<file path="src/rtl/itoa_pkg.sv">
package itoa_pkg;

   // default configuration
   localparam int VALUE_BITS_DEF = 32;
   localparam int MAX_FIELD_DEF  = 63;

   // fixed field widths
   localparam int RADIX_W  = 6;
   localparam int WIDTH_W  = 6;
   localparam int DIGITS_W = 6;
   localparam int FLAGS_W  = 7;
   localparam int CHAR_W   = 8;

   // quotient bits resolved per divider cycle
   localparam int DIV_STEPS = 8;

   // format flag bit positions
   localparam int FLAG_ZERO   = 0;
   localparam int FLAG_SIGNED = 1;
   localparam int FLAG_PLUS   = 2;
   localparam int FLAG_SPACE  = 3;
   localparam int FLAG_LEFT   = 4;
   localparam int FLAG_PREFIX = 5;
   localparam int FLAG_LOWER  = 6;

   // base limits and prefixed bases
   localparam logic [RADIX_W-1:0] RADIX_MIN = 6'd2;
   localparam logic [RADIX_W-1:0] RADIX_MAX = 6'd36;
   localparam logic [RADIX_W-1:0] RADIX_OCT = 6'd8;
   localparam logic [RADIX_W-1:0] RADIX_HEX = 6'd16;

   typedef logic [CHAR_W-1:0] char_type;

   // ascii codes
   localparam char_type CH_NUL   = 8'h00;
   localparam char_type CH_SPACE = 8'h20;
   localparam char_type CH_PLUS  = 8'h2B;
   localparam char_type CH_MINUS = 8'h2D;
   localparam char_type CH_ZERO  = 8'h30;
   localparam char_type CH_A_UP  = 8'h41;
   localparam char_type CH_A_LOW = 8'h61;
   localparam char_type CH_X_UP  = 8'h58;
   localparam char_type CH_X_LOW = 8'h78;

   // sequencer states: digit generation, field sizing, then one state per segment
   typedef enum logic [3:0] {
      ST_IDLE,
      ST_DIV,
      ST_CALC_A,
      ST_CALC_B,
      ST_LEAD,
      ST_SIGN,
      ST_PRE0,
      ST_PREX,
      ST_ZPAD,
      ST_PZERO,
      ST_DIGIT,
      ST_TRAIL,
      ST_ERR
   } seq_state_type;

   // one character handed from the sequencer to the output register
   typedef struct packed {
      logic     valid;
      char_type character;
      logic     last;
      logic     error;
   } emit_type;

   // digit value 0..35 to its ascii character
   function automatic char_type digit_char(input logic [RADIX_W-1:0] digit, input logic lower);
      char_type alpha;
      alpha = lower ? CH_A_LOW : CH_A_UP;
      if (digit < 6'd10) begin
         return CH_ZERO + CHAR_W'(digit);
      end
      return alpha + CHAR_W'(digit - 6'd10);
   endfunction

endpackage

</file>
<file path="src/rtl/itoa_req_if.sv">
interface itoa_req_if #(
   parameter int VALUE_BITS = itoa_pkg::VALUE_BITS_DEF
);
   logic                            valid;
   logic                            ready;
   logic [VALUE_BITS-1:0]           value;
   logic [itoa_pkg::RADIX_W-1:0]    radix;
   logic [itoa_pkg::WIDTH_W-1:0]    width;
   logic [itoa_pkg::DIGITS_W-1:0]   min_digits;
   logic [itoa_pkg::FLAGS_W-1:0]    format_flags;

   modport source (output valid, value, radix, width, min_digits, format_flags, input ready);
   modport sink   (input valid, value, radix, width, min_digits, format_flags, output ready);
endinterface

</file>
<file path="src/rtl/itoa_rsp_if.sv">
interface itoa_rsp_if;
   logic                         valid;
   logic                         ready;
   logic [itoa_pkg::CHAR_W-1:0]  character;
   logic                         last;
   logic                         error;

   modport source (output valid, character, last, error, input ready);
   modport sink   (input valid, character, last, error, output ready);
endinterface

</file>
<file path="src/rtl/itoa_div.sv">
module itoa_div #(
   parameter int VALUE_BITS = itoa_pkg::VALUE_BITS_DEF
) (
   input  logic                           clock,
   input  logic                           reset,
   input  logic                           start,
   input  logic [VALUE_BITS-1:0]          dividend,
   input  logic [itoa_pkg::RADIX_W-1:0]   radix,
   output logic                           done,
   output logic [VALUE_BITS-1:0]          quotient,
   output logic [itoa_pkg::RADIX_W-1:0]   remainder
);
   import itoa_pkg::*;

   localparam int DIV_W   = ((VALUE_BITS + DIV_STEPS - 1) / DIV_STEPS) * DIV_STEPS;
   localparam int DIV_CYC = DIV_W / DIV_STEPS;
   localparam int CYC_W   = $clog2(DIV_CYC + 1);

   logic [DIV_W-1:0]   quo_ff, quo_in;
   logic [RADIX_W-1:0] rem_ff, rem_in;
   logic [RADIX_W-1:0] radix_ff, radix_in;
   logic [CYC_W-1:0]   cyc_ff, cyc_in;
   logic               busy_ff, busy_in;
   logic               done_ff, done_in;

   logic [DIV_W-1:0]   quo_step;
   logic [RADIX_W-1:0] rem_step;
   logic [RADIX_W:0]   partial;

   // restoring division, several quotient bits per cycle on a narrow remainder
   always_comb begin
      quo_step = quo_ff;
      rem_step = rem_ff;
      partial  = '0;
      for (int i = 0; i < DIV_STEPS; i++) begin
         partial  = {rem_step, quo_step[DIV_W-1]};
         quo_step = {quo_step[DIV_W-2:0], 1'b0};
         if (partial >= {1'b0, radix_ff}) begin
            partial     = partial - {1'b0, radix_ff};
            quo_step[0] = 1'b1;
         end
         rem_step = partial[RADIX_W-1:0];
      end
   end

   // load on start, then step until all bits are consumed
   always_comb begin
      quo_in   = quo_ff;
      rem_in   = rem_ff;
      radix_in = radix_ff;
      cyc_in   = cyc_ff;
      busy_in  = busy_ff;
      done_in  = 1'b0;
      if (start) begin
         quo_in   = DIV_W'(dividend);
         rem_in   = '0;
         radix_in = radix;
         cyc_in   = CYC_W'(DIV_CYC);
         busy_in  = 1'b1;
      end else if (busy_ff) begin
         quo_in = quo_step;
         rem_in = rem_step;
         cyc_in = cyc_ff - 1'b1;
         if (cyc_ff == CYC_W'(1)) begin
            busy_in = 1'b0;
            done_in = 1'b1;
         end
      end
   end

   always_ff @(posedge clock) begin
      quo_ff   <= quo_in;
      rem_ff   <= rem_in;
      radix_ff <= radix_in;
      cyc_ff   <= cyc_in;
      if (reset) begin
         busy_ff <= 1'b0;
         done_ff <= 1'b0;
      end else begin
         busy_ff <= busy_in;
         done_ff <= done_in;
      end
   end

   assign done      = done_ff;
   assign quotient  = quo_ff[VALUE_BITS-1:0];
   assign remainder = rem_ff;

endmodule

</file>
<file path="src/rtl/itoa_seq.sv">
module itoa_seq #(
   parameter int VALUE_BITS = itoa_pkg::VALUE_BITS_DEF,
   parameter int MAX_FIELD  = itoa_pkg::MAX_FIELD_DEF
) (
   input  logic                           clock,
   input  logic                           reset,
   itoa_req_if.sink                       req_bus,
   input  logic                           out_free,
   output itoa_pkg::emit_type             emit,
   output logic                           div_start,
   output logic [VALUE_BITS-1:0]          div_dividend,
   output logic [itoa_pkg::RADIX_W-1:0]   div_radix,
   input  logic                           div_done,
   input  logic [VALUE_BITS-1:0]          div_quotient,
   input  logic [itoa_pkg::RADIX_W-1:0]   div_remainder
);
   import itoa_pkg::*;

   localparam int LEN_W = $clog2(MAX_FIELD + VALUE_BITS + 4);

   seq_state_type      state_ff, state_in;
   logic [RADIX_W-1:0] radix_ff, radix_in;
   logic               lower_ff, lower_in;
   logic               left_ff, left_in;
   logic               zero_ff, zero_in;
   char_type           sign_ch_ff, sign_ch_in;
   logic               sl_ff, sl_in;
   logic [1:0]         pl_ff, pl_in;
   logic [LEN_W-1:0]   fw_ff, fw_in;
   logic [LEN_W-1:0]   prec_ff, prec_in;
   logic [LEN_W-1:0]   nd_ff, nd_in;
   logic [LEN_W-1:0]   pad_ff, pad_in;
   logic [LEN_W-1:0]   total_ff, total_in;
   logic [LEN_W-1:0]   pos_ff, pos_in;
   logic [LEN_W-1:0]   cnt_ff, cnt_in;
   logic [RADIX_W-1:0] stack_ff [VALUE_BITS];
   logic [RADIX_W-1:0] stack_in [VALUE_BITS];

   logic               accept;
   logic               radix_ok;
   logic               negative;
   logic [VALUE_BITS-1:0] magnitude;
   logic [LEN_W-1:0]   seg_len;
   logic               fire;
   logic               seg_done;
   logic               is_last;
   logic               push;
   logic               pop;
   logic [LEN_W-1:0]   lim;
   logic [LEN_W-1:0]   prec_max;
   logic [LEN_W-1:0]   body;
   logic [LEN_W-1:0]   field;

   // request side
   assign req_bus.ready = (state_ff == ST_IDLE);
   assign accept        = req_bus.valid && req_bus.ready;
   assign radix_ok      = (req_bus.radix >= RADIX_MIN) && (req_bus.radix <= RADIX_MAX);
   assign negative      = req_bus.format_flags[FLAG_SIGNED] && req_bus.value[VALUE_BITS-1];
   assign magnitude     = negative ? (VALUE_BITS'(0) - req_bus.value) : req_bus.value;

   // length of the segment the sequencer is in
   always_comb begin
      unique case (state_ff)
         ST_LEAD:  seg_len = (!zero_ff && !left_ff) ? pad_ff : '0;
         ST_SIGN:  seg_len = LEN_W'(sl_ff);
         ST_PRE0:  seg_len = LEN_W'(pl_ff != 2'd0);
         ST_PREX:  seg_len = LEN_W'(pl_ff == 2'd2);
         ST_ZPAD:  seg_len = zero_ff ? pad_ff : '0;
         ST_PZERO: seg_len = prec_ff - nd_ff;
         ST_DIGIT: seg_len = nd_ff;
         ST_TRAIL: seg_len = left_ff ? pad_ff : '0;
         default:  seg_len = '0;
      endcase
   end

   // one character per cycle while the output slot is free
   assign fire     = (state_ff == ST_ERR) ? out_free : ((pos_ff != seg_len) && out_free);
   assign seg_done = (pos_ff == seg_len) || (fire && (pos_ff + 1'b1 == seg_len));
   assign is_last  = (cnt_ff == total_ff - 1'b1);
   assign push     = (state_ff == ST_DIV) && div_done;
   assign pop      = (state_ff == ST_DIGIT) && fire;

   // field sizing
   assign lim      = LEN_W'(MAX_FIELD) - LEN_W'(sl_ff) - LEN_W'(pl_ff);
   assign prec_max = (prec_ff < nd_ff) ? nd_ff : prec_ff;
   assign body     = LEN_W'(sl_ff) + LEN_W'(pl_ff) + prec_ff;
   assign field    = (fw_ff > body) ? fw_ff : body;

   // next state
   always_comb begin
      state_in = state_ff;
      unique case (state_ff)
         ST_IDLE: begin
            if (accept) begin
               state_in = radix_ok ? ST_DIV : ST_ERR;
            end
         end
         ST_DIV: begin
            if (div_done && (div_quotient == '0)) begin
               state_in = ST_CALC_A;
            end
         end
         ST_CALC_A: state_in = ST_CALC_B;
         ST_CALC_B: state_in = ST_LEAD;
         ST_ERR: begin
            if (fire) begin
               state_in = ST_IDLE;
            end
         end
         default: begin
            if (fire && is_last) begin
               state_in = ST_IDLE;
            end else if (seg_done) begin
               unique case (state_ff)
                  ST_LEAD:  state_in = ST_SIGN;
                  ST_SIGN:  state_in = ST_PRE0;
                  ST_PRE0:  state_in = ST_PREX;
                  ST_PREX:  state_in = ST_ZPAD;
                  ST_ZPAD:  state_in = ST_PZERO;
                  ST_PZERO: state_in = ST_DIGIT;
                  ST_DIGIT: state_in = ST_TRAIL;
                  default:  state_in = ST_IDLE;
               endcase
            end
         end
      endcase
   end

   // outputs: divider commands and the character for this cycle
   always_comb begin
      div_start      = 1'b0;
      div_dividend   = magnitude;
      div_radix      = req_bus.radix;
      emit.valid     = 1'b0;
      emit.character = CH_NUL;
      emit.last      = is_last;
      emit.error     = 1'b0;
      unique case (state_ff)
         ST_IDLE: begin
            div_start = accept && radix_ok;
         end
         ST_DIV: begin
            div_dividend = div_quotient;
            div_radix    = radix_ff;
            div_start    = div_done && (div_quotient != '0);
         end
         ST_CALC_A, ST_CALC_B: begin
            div_start = 1'b0;
         end
         ST_ERR: begin
            emit.valid = fire;
            emit.last  = 1'b1;
            emit.error = 1'b1;
         end
         default: begin
            emit.valid = fire;
            unique case (state_ff)
               ST_SIGN:  emit.character = sign_ch_ff;
               ST_PRE0:  emit.character = CH_ZERO;
               ST_PREX:  emit.character = lower_ff ? CH_X_LOW : CH_X_UP;
               ST_ZPAD:  emit.character = CH_ZERO;
               ST_PZERO: emit.character = CH_ZERO;
               ST_DIGIT: emit.character = digit_char(stack_ff[0], lower_ff);
               default:  emit.character = CH_SPACE;
            endcase
         end
      endcase
   end

   // datapath next values
   always_comb begin
      radix_in   = radix_ff;
      lower_in   = lower_ff;
      left_in    = left_ff;
      zero_in    = zero_ff;
      sign_ch_in = sign_ch_ff;
      sl_in      = sl_ff;
      pl_in      = pl_ff;
      fw_in      = fw_ff;
      prec_in    = prec_ff;
      nd_in      = nd_ff;
      pad_in     = pad_ff;
      total_in   = total_ff;
      pos_in     = pos_ff;
      cnt_in     = cnt_ff;

      // capture the item and work out sign and prefix
      if (accept) begin
         radix_in = req_bus.radix;
         lower_in = req_bus.format_flags[FLAG_LOWER];
         left_in  = req_bus.format_flags[FLAG_LEFT];
         zero_in  = req_bus.format_flags[FLAG_ZERO] && !req_bus.format_flags[FLAG_LEFT];
         sl_in    = 1'b1;
         if (negative) begin
            sign_ch_in = CH_MINUS;
         end else if (req_bus.format_flags[FLAG_PLUS]) begin
            sign_ch_in = CH_PLUS;
         end else if (req_bus.format_flags[FLAG_SPACE]) begin
            sign_ch_in = CH_SPACE;
         end else begin
            sign_ch_in = CH_NUL;
            sl_in      = 1'b0;
         end
         pl_in = 2'd0;
         if (req_bus.format_flags[FLAG_PREFIX]) begin
            if (req_bus.radix == RADIX_HEX) begin
               pl_in = 2'd2;
            end else if (req_bus.radix == RADIX_OCT) begin
               pl_in = 2'd1;
            end
         end
         fw_in   = (LEN_W'(req_bus.width) > LEN_W'(MAX_FIELD)) ?
                   LEN_W'(MAX_FIELD) : LEN_W'(req_bus.width);
         prec_in = LEN_W'(req_bus.min_digits);
         nd_in   = '0;
         pos_in  = '0;
         cnt_in  = '0;
      end

      // digit count
      if (push) begin
         nd_in = nd_ff + 1'b1;
      end

      // precision after the digit count and the field limit
      if (state_ff == ST_CALC_A) begin
         prec_in = (prec_max > lim) ? ((nd_ff > lim) ? nd_ff : lim) : prec_max;
      end

      // padding and run length
      if (state_ff == ST_CALC_B) begin
         pad_in   = field - body;
         total_in = (field > LEN_W'(MAX_FIELD)) ? LEN_W'(MAX_FIELD) : field;
         pos_in   = '0;
      end

      // segment position and character count
      if (state_ff inside {ST_LEAD, ST_SIGN, ST_PRE0, ST_PREX, ST_ZPAD, ST_PZERO, ST_DIGIT,
                           ST_TRAIL}) begin
         if (seg_done) begin
            pos_in = '0;
         end else if (fire) begin
            pos_in = pos_ff + 1'b1;
         end
         if (fire) begin
            cnt_in = cnt_ff + 1'b1;
         end
      end
   end

   // digit stack: pushed least significant first, popped most significant first
   always_comb begin
      for (int i = 0; i < VALUE_BITS; i++) begin
         stack_in[i] = stack_ff[i];
      end
      if (push) begin
         stack_in[0] = div_remainder;
         for (int i = 1; i < VALUE_BITS; i++) begin
            stack_in[i] = stack_ff[i-1];
         end
      end else if (pop) begin
         for (int i = 0; i < VALUE_BITS - 1; i++) begin
            stack_in[i] = stack_ff[i+1];
         end
      end
   end

   always_ff @(posedge clock) begin
      radix_ff   <= radix_in;
      lower_ff   <= lower_in;
      left_ff    <= left_in;
      zero_ff    <= zero_in;
      sign_ch_ff <= sign_ch_in;
      sl_ff      <= sl_in;
      pl_ff      <= pl_in;
      fw_ff      <= fw_in;
      prec_ff    <= prec_in;
      nd_ff      <= nd_in;
      pad_ff     <= pad_in;
      total_ff   <= total_in;
      pos_ff     <= pos_in;
      cnt_ff     <= cnt_in;
      for (int i = 0; i < VALUE_BITS; i++) begin
         stack_ff[i] <= stack_in[i];
      end
      if (reset) begin
         state_ff <= ST_IDLE;
      end else begin
         state_ff <= state_in;
      end
   end

endmodule

</file>
<file path="src/rtl/integer_to_ascii_formatter.sv">
// Integer to ASCII formatter: printf-style conversion of one value per item.
// req_bus carries value, radix, width, min_digits and format_flags; an item is
// taken when valid and ready are both high. rsp_bus returns the formatted text
// one character per transfer, with last on the final character; a radix outside
// 2 to 36 gives a single NUL character with last and error set.
// One item at a time: ready is high only while the sequencer is idle.
// Digits come from one shared divider that resolves 8 quotient bits a cycle;
// once all digits are generated, the characters follow one per cycle while
// the receiver keeps ready high, the sequencer also stepping through each
// empty segment of the field; at most MAX_FIELD characters per item.
// The output register holds each character until the receiver takes it; when
// the receiver holds ready low the sequencer waits with it, nothing is lost.
// Synchronous reset returns the sequencer to idle, stops the divider and empties
// the output register; the datapath registers are not reset.
module integer_to_ascii_formatter #(
   parameter int VALUE_BITS = itoa_pkg::VALUE_BITS_DEF,
   parameter int MAX_FIELD  = itoa_pkg::MAX_FIELD_DEF
) (
   input  logic        clock,
   input  logic        reset,
   itoa_req_if.sink    req_bus,
   itoa_rsp_if.source  rsp_bus
);
   import itoa_pkg::*;

   emit_type              emit;
   logic                  out_free;
   logic                  div_start;
   logic [VALUE_BITS-1:0] div_dividend;
   logic [RADIX_W-1:0]    div_radix;
   logic                  div_done;
   logic [VALUE_BITS-1:0] div_quotient;
   logic [RADIX_W-1:0]    div_remainder;

   logic                  out_valid_ff, out_valid_in;
   char_type              out_char_ff, out_char_in;
   logic                  out_last_ff, out_last_in;
   logic                  out_error_ff, out_error_in;

   // shared digit divider
   itoa_div #(
      .VALUE_BITS (VALUE_BITS)
   ) u_div (
      .clock     (clock),
      .reset     (reset),
      .start     (div_start),
      .dividend  (div_dividend),
      .radix     (div_radix),
      .done      (div_done),
      .quotient  (div_quotient),
      .remainder (div_remainder)
   );

   // sequencer and digit stack
   itoa_seq #(
      .VALUE_BITS (VALUE_BITS),
      .MAX_FIELD  (MAX_FIELD)
   ) u_seq (
      .clock         (clock),
      .reset         (reset),
      .req_bus       (req_bus),
      .out_free      (out_free),
      .emit          (emit),
      .div_start     (div_start),
      .div_dividend  (div_dividend),
      .div_radix     (div_radix),
      .div_done      (div_done),
      .div_quotient  (div_quotient),
      .div_remainder (div_remainder)
   );

   // output register
   assign out_free = !out_valid_ff || rsp_bus.ready;

   always_comb begin
      out_valid_in = out_valid_ff;
      out_char_in  = out_char_ff;
      out_last_in  = out_last_ff;
      out_error_in = out_error_ff;
      if (emit.valid) begin
         out_valid_in = 1'b1;
         out_char_in  = emit.character;
         out_last_in  = emit.last;
         out_error_in = emit.error;
      end else if (rsp_bus.ready) begin
         out_valid_in = 1'b0;
      end
   end

   always_ff @(posedge clock) begin
      out_char_ff  <= out_char_in;
      out_last_ff  <= out_last_in;
      out_error_ff <= out_error_in;
      if (reset) begin
         out_valid_ff <= 1'b0;
      end else begin
         out_valid_ff <= out_valid_in;
      end
   end

   assign rsp_bus.valid     = out_valid_ff;
   assign rsp_bus.character = out_char_ff;
   assign rsp_bus.last      = out_last_ff;
   assign rsp_bus.error     = out_error_ff;

`ifndef SYNTHESIS
   // a new character never overwrites one still waiting
   a_no_overwrite: assert property (@(posedge clock) disable iff (reset)
      emit.valid |-> out_free)
      else $error("character loaded while output register is held");

   // an accepted item keeps the block busy for at least the next cycle
   a_busy_after_accept: assert property (@(posedge clock) disable iff (reset)
      (req_bus.valid && req_bus.ready) |=> !req_bus.ready)
      else $error("ready stayed high after an item was accepted");

   // an error result is a lone NUL marked last
   a_error_result: assert property (@(posedge clock) disable iff (reset)
      (rsp_bus.valid && rsp_bus.error) |-> (rsp_bus.last && (rsp_bus.character == CH_NUL)))
      else $error("error result is not a single NUL character");
`endif

endmodule

</file>
<file path="src/flat_wrapper.sv">
// flat-port wrapper written by rule: the top's interface ports become plain ports
module integer_to_ascii_formatter_flat import itoa_pkg::*;
#(
   parameter int VALUE_BITS = itoa_pkg::VALUE_BITS_DEF,
   parameter int MAX_FIELD  = itoa_pkg::MAX_FIELD_DEF
)
  (clock, reset, req_bus_valid, req_bus_value, req_bus_radix, req_bus_width, req_bus_min_digits, req_bus_format_flags, req_bus_ready, rsp_bus_valid, rsp_bus_character, rsp_bus_last, rsp_bus_error, rsp_bus_ready);
  itoa_req_if #(.VALUE_BITS(VALUE_BITS)) req_bus_i ();
  itoa_rsp_if rsp_bus_i ();
  input  logic clock;
  input  logic reset;
  input wire logic [$bits(req_bus_i.valid)-1:0] req_bus_valid;
  input wire logic [$bits(req_bus_i.value)-1:0] req_bus_value;
  input wire logic [$bits(req_bus_i.radix)-1:0] req_bus_radix;
  input wire logic [$bits(req_bus_i.width)-1:0] req_bus_width;
  input wire logic [$bits(req_bus_i.min_digits)-1:0] req_bus_min_digits;
  input wire logic [$bits(req_bus_i.format_flags)-1:0] req_bus_format_flags;
  output wire logic [$bits(req_bus_i.ready)-1:0] req_bus_ready;
  output wire logic [$bits(rsp_bus_i.valid)-1:0] rsp_bus_valid;
  output wire logic [$bits(rsp_bus_i.character)-1:0] rsp_bus_character;
  output wire logic [$bits(rsp_bus_i.last)-1:0] rsp_bus_last;
  output wire logic [$bits(rsp_bus_i.error)-1:0] rsp_bus_error;
  input wire logic [$bits(rsp_bus_i.ready)-1:0] rsp_bus_ready;
  assign req_bus_i.valid = req_bus_valid;
  assign req_bus_i.value = req_bus_value;
  assign req_bus_i.radix = req_bus_radix;
  assign req_bus_i.width = req_bus_width;
  assign req_bus_i.min_digits = req_bus_min_digits;
  assign req_bus_i.format_flags = req_bus_format_flags;
  assign req_bus_ready = req_bus_i.ready;
  assign rsp_bus_valid = rsp_bus_i.valid;
  assign rsp_bus_character = rsp_bus_i.character;
  assign rsp_bus_last = rsp_bus_i.last;
  assign rsp_bus_error = rsp_bus_i.error;
  assign rsp_bus_i.ready = rsp_bus_ready;
  integer_to_ascii_formatter #(.VALUE_BITS(VALUE_BITS), .MAX_FIELD(MAX_FIELD)) u_core (.clock(clock), .reset(reset), .req_bus(req_bus_i), .rsp_bus(rsp_bus_i));
endmodule
</file>
<file path="config.mk">
export PLATFORM = sky130hd
export DESIGN_NAME = integer_to_ascii_formatter_flat
export DESIGN_NICKNAME = d
export VERILOG_FILES = /design/src/rtl/itoa_pkg.sv /design/src/rtl/itoa_req_if.sv /design/src/rtl/itoa_rsp_if.sv /design/src/rtl/itoa_div.sv /design/src/rtl/itoa_seq.sv /design/src/rtl/integer_to_ascii_formatter.sv /design/src/flat_wrapper.sv
export SDC_FILE = /design/constraint.sdc
export NUM_CORES = 1
export LEC_CHECK = 0
export BUFFER_PORTS_ARGS = -buffer_cell sky130_fd_sc_hd__buf_2
export CAP_MARGIN = 25
export CORE_ASPECT_RATIO = 0.8
export CORE_MARGIN = 1.5
export CORE_UTILIZATION = 50
export CTS_CLUSTER_SIZE = 12
export DETAILED_ROUTE_END_ITERATION = 8
export PLACE_DENSITY = 0.68
export SLEW_MARGIN = 30
export SYNTH_ARGS = -nofsm -noshare
export SYNTH_HDL_FRONTEND = slang
export SYNTH_HIERARCHICAL = 1
export SYNTH_SLANG_ARGS = --single-unit
</file>
<file path="constraint.sdc">
create_clock -name clock -period 31.8 [get_ports clock]
set_input_delay 6.36 -clock clock [delete_from_list [all_inputs] [get_ports clock]]
set_output_delay 6.36 -clock clock [all_outputs]
set_load 0.03 [all_outputs]
</file>
# Word-level counts from Yosys, hierarchy flattened
# Memory sizes are Yosys's and may differ from the RTL's.
# Index checks and enable logic that the tools add are counted.
# totals
register_bits,130
wordCells,205
memories,1
ram_bits,192
# memory_table
name,words,word_bits,read_ports,rd_ports_with_merged_regs,wr,line_no,text
u_core.u_seq.stack_ff,32,6,32,0,32,itoa_seq.sv:36,logic [RADIX_W-1:0] stack_ff [VALUE_BITS];
# op_classes
muxes,75
n_reduce_logical,37
n_lt_le_gt_ge,16
n_bitwise,2
addsub,23
n_eq_ne,24
# ops
op,n
$mux W186,2
$mux W7,19
$mux W32,4
$mux W6,13
$ge A7 B6 Y1,8
$pmux W7 S8,1
$sub A6 B6 Y6,8
$logic_not A32 Y1,1
$pmux W8 S4,1
$reduce_bool A32 Y1,1
$sub A1 B32 Y32 const A,1
$pmux W4 S7,1
$mux W4,6
$mux W1,22
$add A7 B1 Y7 const B,3
$eq A7 B7 Y1,3
$eq A4 B4 Y1 const B,5
$pmux W4 S5,1
$eq A4 B3 Y1 const B,4
$mux W8,2
$gt A7 B7 Y1,2
$sub A7 B7 Y7,2
$logic_and A1 B1 Y1,13
$reduce_bool A2 Y1,5
39 further kinds,49

# Logic depth before layout (Yosys ltp)
# logic_depth
ltp_word,18
ltp_mapped,80
ltp_nobuf,79

# Modules after synthesis
# Netlist, hierarchy kept.
# modules_own_cells
mod,area_each_um2,seq_area_each_um2,cells_each,instances
itoa_seq,14350.0,7597.3,1194,1
itoa_div,4738.3,1361.3,480,1
integer_to_ascii_formatter,346.6,320.3,14,1

# Worst setup path after synthesis
# Ideal clock, no wire load.
# synth_timing
path_type,input to register
from,input port rsp_bus_ready
to,memory u_core.u_seq.stack_ff[0][0] (enable)
arrival_ns,19.549
setup_slack_ns,11.262
setup_time_ns,0.989
stages,3
required_ns,30.811
n_path_buf,0
cell_sequence,nand2b_4 -> nand2_1 -> o21ai_0
# synth_rtl
item,line_no,text
"start, declared",flat_wrapper.sv:23,input wire logic [$bits(rsp_bus_i.ready)-1:0] rsp_bus_ready;
"end, declared",itoa_seq.sv:36,

# Final worst setup path
# layout_timing
from,register u_core.u_div.radix_ff[1]
to,"register u_core.u_div.rem_ff[0], in the netlist u_core/u_div/remainder[0]"
# layout_between
elab_chain_len,16
elab_cells_between_ends,23
cone_classes,add/sub (7); order compare (8); mux (8)
# layout_rtl
item,line_no,text
"start, declared",itoa_div.sv:21,"logic [RADIX_W-1:0] radix_ff, radix_in;"
"start signal, assigned",itoa_div.sv:74,radix_ff <= radix_in;
$sub A6 B6 Y6 / $ge A7 B6 Y1 (equally long branches),"itoa_div.sv:39, itoa_div.sv:38",
$mux W6,itoa_div.sv:38,"if (partial >= {1'b0, radix_ff}) begin"
$sub A6 B6 Y6 / $ge A7 B6 Y1 (equally long branches),"itoa_div.sv:39, itoa_div.sv:38",
$mux W6,itoa_div.sv:38,
$sub A6 B6 Y6 / $ge A7 B6 Y1 (equally long branches),"itoa_div.sv:39, itoa_div.sv:38",
$mux W6,itoa_div.sv:38,
$sub A6 B6 Y6 / $ge A7 B6 Y1 (equally long branches),"itoa_div.sv:39, itoa_div.sv:38",
$mux W6,itoa_div.sv:38,
$sub A6 B6 Y6 / $ge A7 B6 Y1 (equally long branches),"itoa_div.sv:39, itoa_div.sv:38",
$mux W6,itoa_div.sv:38,
$ge A7 B6 Y1 / $sub A6 B6 Y6 (equally long branches),"itoa_div.sv:38, itoa_div.sv:39",
$mux W6,itoa_div.sv:38,
$sub A6 B6 Y6 / $ge A7 B6 Y1 (equally long branches),"itoa_div.sv:39, itoa_div.sv:38",
$mux W6,itoa_div.sv:38,
$ge A7 B6 Y1 (*),itoa_div.sv:38,
$mux W6 (*),itoa_div.sv:38,
"end signal, assigned",itoa_div.sv:73,rem_ff <= rem_in;
"end, declared",itoa_div.sv:20,"logic [RADIX_W-1:0] rem_ff, rem_in;"
# Every way passes the cells marked *; elsewhere a longest branch is shown, timed or not.
# A chain may end at the register's enable or synchronous reset.

==> results.ini <==
[worst_setup_path]
cp_slowest_cell=edfxtp_1
cp.arrival_ps=19350
critPathKind=reg -> reg
crit_path_end_kind=flip-flop
worstPathRequired_ps=32230
path_common_cell=a21o_1
worstPathMaxFanout=10
critPathMaxStageDelay_ps=650
critPathLaunchType=flip-flop

[floorplan]
num_io_pins=73
fp-row-count=64
dieArea_um2=40100
start_util_pct=50.8
die_h_um=179
die_w_um=223
coreArea_um2=38300

[run]
drv_cap=0

[timing]
slew_headroom_pct=45.9
tightest_slew_ps=812
finalSetupViolations=0
hold_viol=0
worst_clock_skew_ps=31.7
finalMaxSlewViolations=0
fmax_mhz=52.8
layout_min_cycle_time_ps=18930
finalSetupTns_ps=0
rsz0062_at_grt=no
finalCritPeriodShare_pct=59.5

[clock_tree]
holdBufCountCts=0
clock-sinks=319
cts_tree=built
clk_pin_slew_ps=60
root_buffer=clkbuf_16
cts-buffers-inserted=35
worstSkewPairLatency_ps=540
cts_buffer_depth=3
htree_levels=2
post_cts_resized=0
post_cts_buffers=0

[placed_design]
place_congestion=0.921
dp.final_hpwl_um=30400
io_buffers=72
dp.cells=2210

[synth]
synthFlopType=edfxtp_1
yosys.area.top_type=edfxtp_1
ys_types=97
syn_inst=1688
avgSynthCellArea_um2=11.5
synth_edf_count=289
synth_top_area_share_pct=44.7
async_flop_share_pct=0
ys_ff_latch=319
synthTopCellsByArea=edfxtp_1 45%, mux2_2 13%, ha_1 6.2%
synth_seq_area_share_pct=47.7
syn_nets=1857
yosys_warnings=6
syn-cell-area_um2=19400

[final_layout]
instances_no_fill=2267
drive_gt1_share_pct=22.7
fin_nets=1921
fillers=3184
area_growth_pct=10.4
antenna_cells=0

[drt]
via_per_inst=5.81
via_count=13200
routed_wl_um=42200
drtPass1Iterations=5
wire_per_inst_um=18.6
drtIter0Drc=1165
route.detailed.drc=0
drtAntennaViolNets=0

[global_routing]
track_usage_pct=20.9
grt-ovfl-total=0
grt_pass1_vias=12500
grt_pass1_wl_um=67100
grt_max_degree=93
antenna_found_initial=0

[min_path]
worstHoldPathType=reg -> reg

[status]
status=complete, no violations

[critical path: cells and delay by family (launching register included)]
kind | cells | cell delay (ps)
AOI/OAI and AO/OA | 41 | 10010
adders and majority gates | 8 | 2610
buffers and inverters | 5 | 730
DFF | 1 | 650
muxes | 3 | 1120
and+or+nand+nor | 16 | 3740
[flip-flops by register name, indices dropped and copies added (netlist names), 2 cells and up]
| name | cells |
|---|---|
| u_core/u_seq/nd_ff | 7 |
| u_core/u_seq/radix_ff | 6 |
| u_core/rsp_bus.character | 8 |
| u_core/u_seq/fw_ff | 6 |
| u_core/u_seq/cnt_ff | 7 |
| u_core/u_seq/stack_ff | 192 |
| u_core/u_div/radix_ff | 6 |
| u_core/u_seq/pad_ff | 7 |
| u_core/u_seq/sign_ch_ff | 3 |
| u_core/u_seq/pl_ff | 2 |
| u_core/u_div/cyc_ff | 3 |
| u_core/u_div/remainder | 6 |
| u_core/u_seq/pos_ff | 7 |
| u_core/u_seq/state_ff | 4 |
| u_core/u_seq/prec_ff | 7 |
| u_core/u_seq/total_ff | 7 |
| u_core/u_div/quotient | 32 |
[metal layers]
| layer | routed length [um] | global-route usage (%) | part of all wire, % |
|---|---|---|---|
| met1 | 21000 | 31.5 | 50 |
| met2 | 18700 | 32.3 | 44 |
| met3 | 1910 | 2.59 | 4.5 |
| met4 | 610 | 4.53 | 1.4 |
| met5 | 0 | 0 | 0 |
[cells in the mapped netlist, types with 30 or more instances]
library cell and n:
ha_1 96, nand2_1 131, xnor2_1 71, mux2_2 225, edfxtp_1 289, nor2_1 88, inv_1 94, xor2_1 32
dfxtp_1 30, clkbuf_1 45, a21oi_1 69, o21ai_0 104
[cells in the final DEF, fill, tap and decap left out, types with 13 or more instances in the layout]
master       n
buf_2       72
xnor2_1     71
a21oi_1     68
mux2i_1     25
ha_1        96
o21a_1      22
inv_1       94
o21ai_0    102
nand3_1     21
o31ai_1     13
nand2b_1    25
edfxtp_1   289
nor2_1      87
nor2b_1     25
mux2_2     225
clkbuf_16   35
nor4_1      15
dfxtp_1     30
nor3_1      21
and3_1      13
a21o_1      25
nand2_1    130
xor2_1      32
[worst paths after layout]
path              depth (start not counted)                           end                          from  slack, ps
setup / recovery                         73     u_core/u_div/remainder[0]      u_core/u_div/radix_ff[1]      12870
setup reg to reg                         73     u_core/u_div/remainder[0]      u_core/u_div/radix_ff[1]      12870
hold reg to reg                           0  u_core/u_seq/stack_ff[1][93]  u_core/u_seq/stack_ff[1][87]        450
hold / removal                            0  u_core/u_seq/stack_ff[1][93]  u_core/u_seq/stack_ff[1][87]        450
[layout make-up]
class	instances	area (um2)	area share, %
multi-input combinational	1215	9620	44.9
sequential	319	9280	43.3
clock buffer	48	975	4.54
tap	495	619	2.89
timing repair buffer	84	494	2.30
inverter	97	364	1.70
clock inverter	9	91.3	0.426
[stage by stage]
stage                     setup slack [ps]  area (um2)  util [%]  hold WS (ps)
final                                12870       21400      56.0           448
after global routing                 11260       21400      56.0           470
after CTS                            13130       21400      56.0           448
after detailed placement             13230       20400      53.2           434
after global placement               13540       20300      53.0           424
after floorplan                      11260       19400         -           420
[cell families (layout without fill, tap and decap cells)]
logic type               after synthesis  count (layout)  synth area share, %
multiplexers                         252             252                 14.5
other                                  1               1               0.0193
flip-flops                           319             319                 47.7
AND/OR/NAND/NOR                      402             402                 10.4
buffers and inverters                154             238                 3.12
AO/OA/AOI/OAI                        349             349                 12.2
XOR/XNOR                             103             103                 4.64
adder cells (fa/ha/maj)              108             108                 7.42
Power is not shown: default switching activity piles up to over one toggle a cycle in this logic, so the estimate is an artifact.
